<file path="config.mk">
export PLATFORM = sky130hd
export DESIGN_NAME = hdl_number_literal_scanner_unit_flat
export DESIGN_NICKNAME = d
export VERILOG_FILES = /design/src/rtl/core/nls_pkg.sv /design/src/rtl/core/nls_if.sv /design/src/rtl/core/nls_front.sv /design/src/rtl/core/nls_back.sv /design/src/rtl/core/hdl_number_literal_scanner_unit.sv /design/src/flat_wrapper.sv
export VERILOG_INCLUDE_DIRS = /design/src /design/src/rtl/core
export SDC_FILE = /design/constraint.sdc
export NUM_CORES = 1
export LEC_CHECK = 0
export BUFFER_PORTS_ARGS = -buffer_cell sky130_fd_sc_hd__buf_2
export CORE_ASPECT_RATIO = 0.9
export CORE_UTILIZATION = 60
export DETAILED_ROUTE_END_ITERATION = 8
export GPL_TIMING_DRIVEN = 0
export HOLD_SLACK_MARGIN = 0.15
export PLACE_DENSITY = 0.91
export SYNTH_ARGS = -nofsm -noshare
export SYNTH_HDL_FRONTEND = slang
export SYNTH_SLANG_ARGS = --single-unit
</file>
<file path="constraint.sdc">
create_clock -name i_clk -period 4.76 [get_ports i_clk]
set_input_delay 0.238 -clock i_clk [delete_from_list [all_inputs] [get_ports i_clk]]
set_output_delay 0.238 -clock i_clk [all_outputs]
set_load 0.005 [all_outputs]
</file>
<file path="src/rtl/core/hdl_number_literal_scanner_unit_defines.svh">
// Assertion macros for the number literal scanner.
// No dependencies.
`ifndef HDL_NUMBER_LITERAL_SCANNER_UNIT_DEFINES_SVH
`define HDL_NUMBER_LITERAL_SCANNER_UNIT_DEFINES_SVH
// implication checked every clock, off during reset
`define NLS_ASSERT_IMP(lbl, clk, rst_n, a, b) \
    lbl: assert property (@(posedge clk) disable iff (!rst_n) (a) |-> (b)) \
        else $error("assertion failed");
// next-cycle implication
`define NLS_ASSERT_NXT(lbl, clk, rst_n, a, b) \
    lbl: assert property (@(posedge clk) disable iff (!rst_n) (a) |=> (b)) \
        else $error("assertion failed");
`endif

</file>
<file path="src/rtl/core/nls_pkg.sv">
// Types and constants for the number literal scanner.
// No dependencies.
package nls_pkg;
    localparam logic [3:0] P_IDLE = 4'd0;
    localparam logic [3:0] P_UU   = 4'd1;
    localparam logic [3:0] P_DIG  = 4'd2;
    localparam logic [3:0] P_WS   = 4'd3;
    localparam logic [3:0] P_APOS = 4'd4;
    localparam logic [3:0] P_SIGN = 4'd5;
    localparam logic [3:0] P_BASE = 4'd6;
    localparam logic [3:0] P_VAL  = 4'd7;
    localparam logic [3:0] P_DOT  = 4'd8;
    localparam logic [3:0] P_FRAC = 4'd9;
    localparam logic [3:0] P_EXP  = 4'd10;
    localparam logic [3:0] P_EXPS = 4'd11;
    localparam logic [3:0] P_EXPD = 4'd12;
    localparam logic [3:0] P_TS1  = 4'd13;
    localparam logic [3:0] P_TS2  = 4'd14;

    localparam logic [1:0] K_INT  = 2'd0;
    localparam logic [1:0] K_REAL = 2'd1;
    localparam logic [1:0] K_TIME = 2'd2;
    localparam logic [1:0] K_UU   = 2'd3;

    localparam int F_SPACE = 0;
    localparam int F_SIGN  = 1;
    localparam int F_MISS  = 2;
    localparam int F_UNDER = 3;
    localparam int F_ILL   = 4;
    localparam int F_XZ    = 5;

    // byte classes computed in the front end
    typedef struct packed {
        logic dig;
        logic alnum;
        logic sp;
        logic apos;
        logic dot;
        logic und;
        logic qm;
        logic pm;
        logic e;
        logic s;
        logic sfx;
        logic xz;
        logic bnd;
        logic base_ok;
        logic [1:0] base;
    } t_cls;

    typedef struct packed {
        logic [7:0] c;
        logic       start;
        logic       eos;
        t_cls       cls;
    } t_item;

    typedef struct packed {
        logic [1:0] kind;
        logic       based;
        logic [7:0] len;
        logic [5:0] err;
    } t_res;
endpackage

</file>
<file path="src/rtl/core/nls_if.sv">
// Valid/ready channel interface with generic payload.
// Depends on nothing.
interface nls_if #(
    parameter type T = logic
);
    logic valid;
    logic ready;
    T     data;
    modport source(output valid, output data, input ready);
    modport sink(input valid, input data, output ready);
endinterface

</file>
<file path="src/rtl/core/nls_front.sv">
// Front end: accepts bytes, classifies them, feeds a two-entry queue.
// Depends on nls_pkg and the assertion macro header.
`include "hdl_number_literal_scanner_unit_defines.svh"
module nls_front (
    input  logic                i_clk,
    input  logic                i_rst_n,
    input  logic                i_valid,
    output logic                o_ready,
    input  logic [7:0]          i_char,
    input  logic                i_start,
    input  logic                i_eos,
    output logic                o_valid,
    input  logic                i_ready,
    output nls_pkg::t_item      o_item
);
    nls_pkg::t_item r_q [2];
    logic [1:0] r_cnt, n_cnt;
    logic       r_rd, r_wr;
    nls_pkg::t_item w_item;
    logic [7:0] c;
    logic push, pop;

    always_comb begin
        c = i_char;
        w_item.c = c;
        w_item.start = i_start;
        w_item.eos = i_eos;
        w_item.cls.dig = (c >= "0") && (c <= "9");
        w_item.cls.alnum = w_item.cls.dig || ((c >= "a") && (c <= "z"))
                           || ((c >= "A") && (c <= "Z"));
        w_item.cls.sp = (c == " ") || (c == 8'h09);
        w_item.cls.apos = (c == 8'h27);
        w_item.cls.dot = (c == ".");
        w_item.cls.und = (c == "_");
        w_item.cls.qm = (c == "?");
        w_item.cls.pm = (c == "+") || (c == "-");
        w_item.cls.e = (c == "e") || (c == "E");
        w_item.cls.s = (c == "s") || (c == "S");
        w_item.cls.sfx = (c == "m") || (c == "u") || (c == "n") || (c == "p")
                         || (c == "f") || (c == "s");
        w_item.cls.xz = (c == "x") || (c == "X") || (c == "z") || (c == "Z")
                        || (c == "?");
        w_item.cls.bnd = !w_item.cls.alnum && !w_item.cls.und;
        w_item.cls.base_ok = 1'b1;
        case (c)
            "b", "B": w_item.cls.base = 2'd0;
            "o", "O": w_item.cls.base = 2'd1;
            "d", "D": w_item.cls.base = 2'd2;
            "h", "H": w_item.cls.base = 2'd3;
            default: begin
                w_item.cls.base = 2'd0;
                w_item.cls.base_ok = 1'b0;
            end
        endcase
    end

    assign o_ready = (r_cnt != 2'd2);
    assign o_valid = (r_cnt != 2'd0);
    assign o_item = r_q[r_rd];
    assign push = i_valid && o_ready;
    assign pop = o_valid && i_ready;

    always_comb begin
        n_cnt = r_cnt;
        if (push && !pop) n_cnt = r_cnt + 2'd1;
        else if (pop && !push) n_cnt = r_cnt - 2'd1;
    end

    always_ff @(posedge i_clk) begin
        if (!i_rst_n) begin
            r_cnt <= 2'd0;
            r_rd <= 1'b0;
            r_wr <= 1'b0;
        end else begin
            r_cnt <= n_cnt;
            if (push) r_wr <= ~r_wr;
            if (pop) r_rd <= ~r_rd;
        end
    end

    always_ff @(posedge i_clk) begin
        if (push) r_q[r_wr] <= w_item;
    end

    `NLS_ASSERT_IMP(a_no_ovf, i_clk, i_rst_n, r_cnt == 2'd2, !push)
    `NLS_ASSERT_IMP(a_cnt_rng, i_clk, i_rst_n, 1'b1, r_cnt != 2'd3)
    `NLS_ASSERT_NXT(a_ptr, i_clk, i_rst_n, r_cnt == 2'd0 && !push, r_rd == r_wr)
endmodule

</file>
<file path="src/rtl/core/nls_back.sv">
// Back end: scan state machine, one byte per cycle unless a result waits on a stalled receiver, registered result.
// Depends on nls_pkg and the assertion macro header.
`include "hdl_number_literal_scanner_unit_defines.svh"
module nls_back #(
    parameter int MAX_LENGTH = 255
) (
    input  logic           i_clk,
    input  logic           i_rst_n,
    input  logic           i_valid,
    output logic           o_ready,
    input  nls_pkg::t_item i_item,
    output logic           o_valid,
    input  logic           i_ready,
    output nls_pkg::t_res  o_res
);
    localparam int LW = $clog2(MAX_LENGTH + 1);
    localparam logic [LW-1:0] LMAX = LW'(MAX_LENGTH);

    logic [3:0]    r_ph, n_ph;
    logic [LW-1:0] r_len, n_len, r_com, n_com;
    logic [1:0]    r_bk, n_bk, r_vdc, n_vdc;
    logic          r_xz, n_xz, r_sps, n_sps, r_real, n_real;
    logic [5:0]    r_err, n_err;
    logic          r_la_s, n_la_s;
    logic          r_ov, n_ov;
    nls_pkg::t_res r_res, n_res;
    logic          emit;
    logic [1:0]    e_kind;
    logic          e_based;
    logic [LW-1:0] e_len;
    logic          take;
    nls_pkg::t_cls k;
    logic [7:0]    c;
    logic          go, ill;

    assign o_ready = !r_ov || i_ready;
    assign go = i_valid && o_ready;
    assign o_valid = r_ov;
    assign o_res = r_res;

    function automatic logic [LW-1:0] inc(input logic [LW-1:0] v);
        inc = (v < LMAX) ? v + LW'(1) : v;
    endfunction

    always_comb begin
        k = i_item.cls;
        c = i_item.c;
        n_ph = r_ph; n_len = r_len; n_com = r_com; n_bk = r_bk; n_vdc = r_vdc;
        n_xz = r_xz; n_sps = r_sps; n_real = r_real; n_err = r_err;
        n_la_s = r_la_s;
        emit = 1'b0; e_kind = nls_pkg::K_INT; e_based = 1'b0; e_len = r_com;
        take = 1'b0; ill = 1'b0;
        if (go && (i_item.start || r_ph != nls_pkg::P_IDLE)) begin
            if (i_item.start) begin
                n_len = '0; n_com = '0; n_bk = 2'd0; n_vdc = 2'd0; n_xz = 1'b0;
                n_sps = 1'b0; n_err = '0; n_real = 1'b0; n_la_s = 1'b0;
                n_ph = k.apos ? nls_pkg::P_UU : nls_pkg::P_DIG;
            end
            if (i_item.start && k.apos) begin
                take = 1'b1;
            end else begin
                case (n_ph)
                    nls_pkg::P_UU: begin
                        take = 1'b1; emit = 1'b1; e_kind = nls_pkg::K_UU;
                    end
                    nls_pkg::P_DIG: begin
                        if (k.dig || k.und) begin take = 1'b1; n_com = inc(n_len); end
                        else if (k.sp) begin take = 1'b1; n_ph = nls_pkg::P_WS; end
                        else if (k.apos) begin take = 1'b1; n_ph = nls_pkg::P_APOS; end
                        else if (k.dot) begin take = 1'b1; n_ph = nls_pkg::P_DOT; end
                        else if (k.e) begin take = 1'b1; n_ph = nls_pkg::P_EXP; end
                        else if (k.sfx) begin
                            take = 1'b1; n_la_s = (c == "s"); n_ph = nls_pkg::P_TS1;
                        end else emit = 1'b1;
                    end
                    nls_pkg::P_WS: begin
                        if (k.sp) take = 1'b1;
                        else if (k.apos) begin take = 1'b1; n_ph = nls_pkg::P_APOS; end
                        else emit = 1'b1;
                    end
                    nls_pkg::P_APOS, nls_pkg::P_SIGN: begin
                        if (k.sp) begin n_sps = 1'b1; take = 1'b1; end
                        else if (n_ph == nls_pkg::P_APOS && k.s) begin
                            take = 1'b1; n_ph = nls_pkg::P_SIGN;
                        end else if (k.base_ok) begin
                            n_bk = k.base;
                            if (n_sps) n_err[nls_pkg::F_SPACE] = 1'b1;
                            take = 1'b1; n_ph = nls_pkg::P_BASE;
                        end else emit = 1'b1;
                    end
                    nls_pkg::P_BASE, nls_pkg::P_VAL: begin
                        if (n_ph == nls_pkg::P_BASE && k.sp) take = 1'b1;
                        else if (k.alnum || k.und || k.qm) begin
                            if (n_ph == nls_pkg::P_BASE && k.und)
                                n_err[nls_pkg::F_UNDER] = 1'b1;
                            if (!k.und) begin
                                if (n_vdc < 2'd2) n_vdc = n_vdc + 2'd1;
                                if (k.xz) n_xz = 1'b1;
                                else begin
                                    case (n_bk)
                                        2'd0: ill = !((c == "0") || (c == "1"));
                                        2'd1: ill = !((c >= "0") && (c <= "7"));
                                        2'd2: ill = !k.dig;
                                        default: ill = !(k.dig
                                            || ((c >= "a") && (c <= "f"))
                                            || ((c >= "A") && (c <= "F")));
                                    endcase
                                    if (ill) n_err[nls_pkg::F_ILL] = 1'b1;
                                end
                            end
                            take = 1'b1; n_ph = nls_pkg::P_VAL;
                        end else begin
                            if (n_ph == nls_pkg::P_BASE) begin
                                if (k.pm) n_err[nls_pkg::F_SIGN] = 1'b1;
                                else n_err[nls_pkg::F_MISS] = 1'b1;
                            end
                            emit = 1'b1; e_based = 1'b1;
                        end
                    end
                    nls_pkg::P_DOT: begin
                        if (k.dig) begin
                            take = 1'b1; n_com = inc(n_len); n_real = 1'b1;
                            n_ph = nls_pkg::P_FRAC;
                        end else emit = 1'b1;
                    end
                    nls_pkg::P_FRAC: begin
                        if (k.dig || k.und) begin take = 1'b1; n_com = inc(n_len); end
                        else if (k.e) begin take = 1'b1; n_ph = nls_pkg::P_EXP; end
                        else if (k.sfx) begin
                            take = 1'b1; n_la_s = (c == "s"); n_ph = nls_pkg::P_TS1;
                        end else emit = 1'b1;
                    end
                    nls_pkg::P_EXP, nls_pkg::P_EXPS: begin
                        if (n_ph == nls_pkg::P_EXP && k.pm) begin
                            take = 1'b1; n_ph = nls_pkg::P_EXPS;
                        end else if (k.dig) begin
                            take = 1'b1; n_com = inc(n_len); n_real = 1'b1;
                            n_ph = nls_pkg::P_EXPD;
                        end else emit = 1'b1;
                    end
                    nls_pkg::P_EXPD: begin
                        if (k.dig || k.und) begin take = 1'b1; n_com = inc(n_len); end
                        else emit = 1'b1;
                    end
                    nls_pkg::P_TS1: begin
                        if (!n_la_s && c == "s") begin take = 1'b1; n_ph = nls_pkg::P_TS2; end
                        else if (n_la_s && k.bnd) begin
                            emit = 1'b1; e_kind = nls_pkg::K_TIME;
                        end else emit = 1'b1;
                    end
                    nls_pkg::P_TS2: begin
                        emit = 1'b1;
                        if (k.bnd) e_kind = nls_pkg::K_TIME;
                    end
                    default: n_ph = nls_pkg::P_IDLE;
                endcase
            end
            if (take) n_len = inc(n_len);
            // end of source closes a still-open token
            if (!emit && i_item.eos && n_ph != nls_pkg::P_IDLE) begin
                emit = 1'b1;
                case (n_ph)
                    nls_pkg::P_UU: e_kind = nls_pkg::K_UU;
                    nls_pkg::P_TS1: if (n_la_s) e_kind = nls_pkg::K_TIME;
                    nls_pkg::P_TS2: e_kind = nls_pkg::K_TIME;
                    nls_pkg::P_BASE: begin
                        n_err[nls_pkg::F_MISS] = 1'b1; e_based = 1'b1;
                    end
                    nls_pkg::P_VAL: e_based = 1'b1;
                    default: e_kind = nls_pkg::K_INT;
                endcase
            end
            if (emit) begin
                n_ph = nls_pkg::P_IDLE;
                if (e_based) begin
                    if (n_bk == 2'd2 && n_xz && n_vdc > 2'd1) n_err[nls_pkg::F_XZ] = 1'b1;
                    e_kind = nls_pkg::K_INT;
                end
                if (e_kind == nls_pkg::K_INT && !e_based) begin
                    e_kind = n_real ? nls_pkg::K_REAL : nls_pkg::K_INT;
                end
                e_len = (e_kind == nls_pkg::K_UU || e_kind == nls_pkg::K_TIME || e_based)
                        ? n_len : n_com;
            end
        end
        n_res = r_res;
        n_ov = r_ov && !i_ready;
        if (emit) begin
            n_ov = 1'b1;
            n_res.kind = e_kind;
            n_res.based = e_based;
            n_res.len = (32'(e_len) > 32'd255) ? 8'd255 : 8'(e_len);
            n_res.err = e_based ? n_err : 6'd0;
        end
    end

    always_ff @(posedge i_clk) begin
        if (!i_rst_n) begin
            r_ph <= nls_pkg::P_IDLE; r_len <= '0; r_com <= '0; r_bk <= 2'd0;
            r_vdc <= 2'd0; r_xz <= 1'b0; r_sps <= 1'b0; r_real <= 1'b0;
            r_err <= '0; r_ov <= 1'b0;
        end else begin
            r_ph <= n_ph; r_len <= n_len; r_com <= n_com; r_bk <= n_bk;
            r_vdc <= n_vdc; r_xz <= n_xz; r_sps <= n_sps; r_real <= n_real;
            r_err <= n_err; r_ov <= n_ov;
        end
    end

    always_ff @(posedge i_clk) begin
        r_la_s <= n_la_s;
        r_res <= n_res;
    end

    `NLS_ASSERT_IMP(a_com_le_len, i_clk, i_rst_n, 1'b1, r_com <= r_len)
    `NLS_ASSERT_IMP(a_err_based, i_clk, i_rst_n, r_ov && !r_res.based, r_res.err == 6'd0)
    `NLS_ASSERT_NXT(a_hold, i_clk, i_rst_n, r_ov && !i_ready, r_ov && $stable(r_res))
endmodule

</file>
<file path="src/rtl/core/hdl_number_literal_scanner_unit.sv">
// Number literal scanner: one source byte in, one token result out.
// Channels: in (char, start, end of source) and out (kind, length, errors),
// both valid/ready; a transfer happens when valid and ready are high.
// A front stage classifies each byte into a two-entry queue; the back
// stage runs the scan state machine, one byte per cycle while no result
// waits on a stalled receiver, and registers the result. The result of
// the byte that ends a token passes the queue register, then the result
// register, before it is valid.
// A byte ends a token when it cannot continue it, or when end_of_source
// is set. At most one result is produced per token; bytes seen while idle
// without the start bit are dropped, and a new start bit abandons any
// token in progress silently.
// When the receiver stalls, the result register holds and the back stage
// takes no byte while a result waits; the queue then fills and the input
// ready drops. Reset (synchronous, active low) empties the queue, drops
// any pending result and returns the scanner to idle.
// Lengths saturate at MAX_LENGTH and the reported length at 255.
module hdl_number_literal_scanner_unit #(
    parameter int MAX_LENGTH = 255
) (
    input logic i_clk,
    input logic i_rst_n,
    nls_if.sink   in_ch,
    nls_if.source out_ch
);
    logic           w_q_valid, w_q_ready;
    nls_pkg::t_item w_q_item;

    nls_front u_front (
        .i_clk   (i_clk),
        .i_rst_n (i_rst_n),
        .i_valid (in_ch.valid),
        .o_ready (in_ch.ready),
        .i_char  (in_ch.data.c),
        .i_start (in_ch.data.start),
        .i_eos   (in_ch.data.eos),
        .o_valid (w_q_valid),
        .i_ready (w_q_ready),
        .o_item  (w_q_item)
    );

    nls_back #(.MAX_LENGTH(MAX_LENGTH)) u_back (
        .i_clk   (i_clk),
        .i_rst_n (i_rst_n),
        .i_valid (w_q_valid),
        .o_ready (w_q_ready),
        .i_item  (w_q_item),
        .o_valid (out_ch.valid),
        .i_ready (out_ch.ready),
        .o_res   (out_ch.data)
    );
endmodule

</file>
<file path="src/flat_wrapper.sv">
// flat-port wrapper written by rule: the top's interface ports become plain ports
module hdl_number_literal_scanner_unit_flat 
#(
    parameter int MAX_LENGTH = 255
)
  (i_clk, i_rst_n, in_ch_valid, in_ch_data, in_ch_ready, out_ch_valid, out_ch_data, out_ch_ready);
  nls_if #(.T(nls_pkg::t_item)) in_ch_i ();
  nls_if #(.T(nls_pkg::t_res)) out_ch_i ();
  input logic i_clk;
  input logic i_rst_n;
  input wire logic [$bits(in_ch_i.valid)-1:0] in_ch_valid;
  input wire logic [$bits(in_ch_i.data)-1:0] in_ch_data;
  output wire logic [$bits(in_ch_i.ready)-1:0] in_ch_ready;
  output wire logic [$bits(out_ch_i.valid)-1:0] out_ch_valid;
  output wire logic [$bits(out_ch_i.data)-1:0] out_ch_data;
  input wire logic [$bits(out_ch_i.ready)-1:0] out_ch_ready;
  assign in_ch_i.valid = in_ch_valid;
  assign in_ch_i.data = in_ch_data;
  assign in_ch_ready = in_ch_i.ready;
  assign out_ch_valid = out_ch_i.valid;
  assign out_ch_data = out_ch_i.data;
  assign out_ch_i.ready = out_ch_ready;
  hdl_number_literal_scanner_unit #(.MAX_LENGTH(MAX_LENGTH)) u_core (.i_clk(i_clk), .i_rst_n(i_rst_n), .in_ch(in_ch_i), .out_ch(out_ch_i));
endmodule
</file>
==> qor.csv <==
metric,value,unit
die-area,11220,um^2
path_clk_slew,0.09,ns
synth_area_leaders,"edfxtp_1 32%, dfxtp_1 12%, nand2_1 4.6%",
diodes,0,
grt-busiest-layer,met2,
initialDrtViolationCount,844,
filler_cell_count,740,
grt_max_degree,27,
grt_pass1_vias,5665,
grt_util_met3,0.05171,
holdCritStartpoint,in_ch_data[25],
clock-root-buffer,clkbuf_16,
grt_use_met1,0.4378,
grt_pass1_wl,29870,um
synth-seq-cells,109,
clock_skew,0.01876,ns
fin_crit,4.468,ns
insertion_delay,0.36,ns
p_comb_frac,0.413,
cp_max_fo,10,
multi_input_area,3316,um^2
die_w,111.5,um
netlist.area_leader.share,0.3244,
cts_tree,built,
whs_path_depth,1,
via_per_inst,6.932,
tightest_slew,1.233,ns
hold_ws,0.1908,ns
setup_tns,0,ns
clkPwrFrac,0.227,
power.net_switching,1446,uW
coreArea,10380,um^2
yosysUniqueCellTypes,80,
power.density,481.9,nW/um^2
end_kind,register,
layout-drive-gt1-share,0.1280,
hpwl,13140,um
crit_type,register to register,
synth_edf_count,70,
syn_inst,693,
cts.sinks,109,
ys_seq_area_frac,0.4450,
synth_fp_nets,726,
synth_area_per_cell,9.349,um^2
reg2reg_depth,19,
clockBufferDepth,2,
power.internal,2041,uW
via_count,6093,
rrSetupSlack,0.29,ns
die_h,100.6,um
finalHoldViolCount,0,
synthTopCellsByCount,"80 x nand2_1, 70 x edfxtp_1, 54 x nor2_1",
total_power,3488,uW
rows,35,
port_buffers,31,
drcViolationCount,0,
slew_viol_final,0,
worst_ep_arrival_time,4.66,ns
wl,19160,um
netlist_area,6479,um^2
cp.required,4.96,ns
final_antenna_net_count,0,
grt_overflow,0,
globalRouteMet2Util,0.5894,
rsz0062_at_grt,no,
p_seq_frac,0.360,
area_growth,11.72,%
numCtsBuffers,9,
antenna_found_initial,0,
layout.nets,778,
slew_headroom,0.1781,
worstHoldPathType,input port to register,
seqCellArea,2883,um^2
start_util,0.6242,
synthArstFlopShare,0,
drtPass1Iterations,8,
gp_congestion,0.9796,
finalSetupViolations,0,
r2r_end,u_core.u_back.o_res[6]$_DFFE_PP_,
outcome,finished clean,
switching_share,0.4147,
maxCapViolCount,0,
yosysMostFrequentCell,nand2_1,
max_freq,223.8,MHz
grtUsageTotal,0.3457,
wl_per_cell,21.80,um
htreeDepth,3,
synth-warning-count,0,
pin_count,49,
ir_drop,0.3781,mV
startpoint_type,register,
whs_endpoint,u_core.u_front.r_q[0][25]$_DFFE_PP_,
p_leak,0.002590,uW
post_cts_buffers,0,
post-route-period-util,0.9386,
yosys.area.top_type,edfxtp_1,
synthFlopType,edfxtp_1,
per-layer routing:
layer / vias to the layer above / share of wire
met1: 2855 / 0.39
met5: - / 0
li1: 2699 / -
met2: 457 / 0.48
met4: 0 / 0.036
met3: 82 / 0.095
how the worst max path moves through the flow:
| stage | start | endpoint | slack [ns] | cells after the start |
|---|---|---|---|---|
| 6_report | register | u_core.u_back.o_res[6]$_DFFE_PP_ | 0.29 | 19 |
| 5_1_grt | register | u_core.u_back.o_res[6]$_DFFE_PP_ | 0.02 | 19 |
| 4_1_cts | register | u_core.u_back.o_res[6]$_DFFE_PP_ | 0.19 | 19 |
| 3_5_place_dp | register | u_core.u_back.o_res[6]$_DFFE_PP_ | 0.31 | 19 |
| 3_3_place_gp | register | u_core.u_back.o_res[6]$_DFFE_PP_ | 0.35 | 19 |
| 2_1_floorplan | register | u_core.u_back.o_res[6]$_DFFE_PP_ | 1.11 | 19 |
stage by stage:
| stage | instance area [um^2] | utilization | worst slack (ns) | cells |
|---|---|---|---|---|
| global route | 7238 | 0.6974 | 0.02070 | 879 |
| CTS | 7237 | 0.6973 | 0.1911 | 879 |
| detailed placement | 6825 | 0.6576 | 0.3134 | 854 |
| global placement | 6795 | 0.6547 | 0.3471 | 853 |
| floorplan | 6479 | - | 1.111 | 693 |
| finish | 7238 | 0.6974 | 0.2922 | 879 |
cell usage in the layout, fill, tap and decap left out, drive strengths merged, types with 17 or more instances in the layout:
cell / netlist / layout
o21ai: 42 / 42
inv: 17 / 20
nand2: 81 / 81
clkbuf: 27 / 37
buf: 19 / 50
dfxtp: 39 / 39
and2: 18 / 18
nor2: 55 / 55
edfxtp: 70 / 70
nand3: 17 / 17
nor3: 18 / 18
nor2b: 17 / 17
a21oi: 35 / 35
area by class of cell:
class,count,share of cell area
Clock inverter,7,0.01331
Buffer,46,0.03042
Clock buffer,9,0.03111
Timing Repair Buffer,41,0.03768
Sequential cell,109,0.3983
Multi-Input combinational cell,521,0.4581
Tap cell,129,0.02230
Inverter,17,0.008816
power by group through the flow:
stage	Clock, uW	Combinational, uW	Sequential (uW)
detailed placement	0	1380	1270
global route	823	1530	1270
finish	791	1440	1260
global placement	0	1330	1260
floorplan	0	972	1250
CTS	784	1390	1250
sequential cells by signal (all words and copies together), names as in the netlist, named ones only:
name,count
u_core.u_back.r_bk,2
u_core.u_back.o_valid,1
u_core.u_front.r_q,52
u_core.u_back.r_vdc,2
u_core.u_back.r_com,8
u_core.u_back.r_real,1
u_core.u_back.r_ph,4
u_core.u_back.r_sps,1
u_core.u_back.o_res,17
u_core.u_front.r_cnt,2
u_core.u_back.r_xz,1
u_core.u_back.r_err,6
u_core.u_front.r_rd,1
u_core.u_back.r_len,8
u_core.u_front.r_wr,1
u_core.u_back.r_la_s,1
worst max-delay path, cell delays in order (launching register included):
cell	delay [ns]
dfxtp_1	0.34
buf_6	0.15
buf_6	0.16
mux2i_1	0.23
buf_2	0.26
buf_2	0.29
clkbuf_2	0.31
nand2_1	0.15
inv_1	0.10
ha_1	0.17
and3_1	0.21
nand4_1	0.22
or2_2	0.35
clkbuf_1	0.21
o21ai_0	0.22
a32oi_1	0.08
o21ai_0	0.23
a21oi_1	0.09
or4_1	0.43
o211ai_1	0.10
kinds of logic (layout without fill, tap and decap cells):
family          Yosys count  count (layout)  synth area share
simple gates            295             295            0.2416
fa+ha+maj                 3               3          0.005794
compound gates          181             181            0.1970
buf+inv                  63             120           0.04365
xor+xnor                 12              12           0.01622
mux                      30              30           0.05079
flops                   109             109            0.4450
timing repair:
| action | in CTS | in global routing |
|---|---|---|
| endpoints found under the hold margin | 17 | 0 |
| resized for setup | 0 | 1 |
| hold buffers | 9 | 0 |
| endpoints found under the setup margin | 0 | 2 |
No activity file was read; power rests on OpenSTA's default activity.
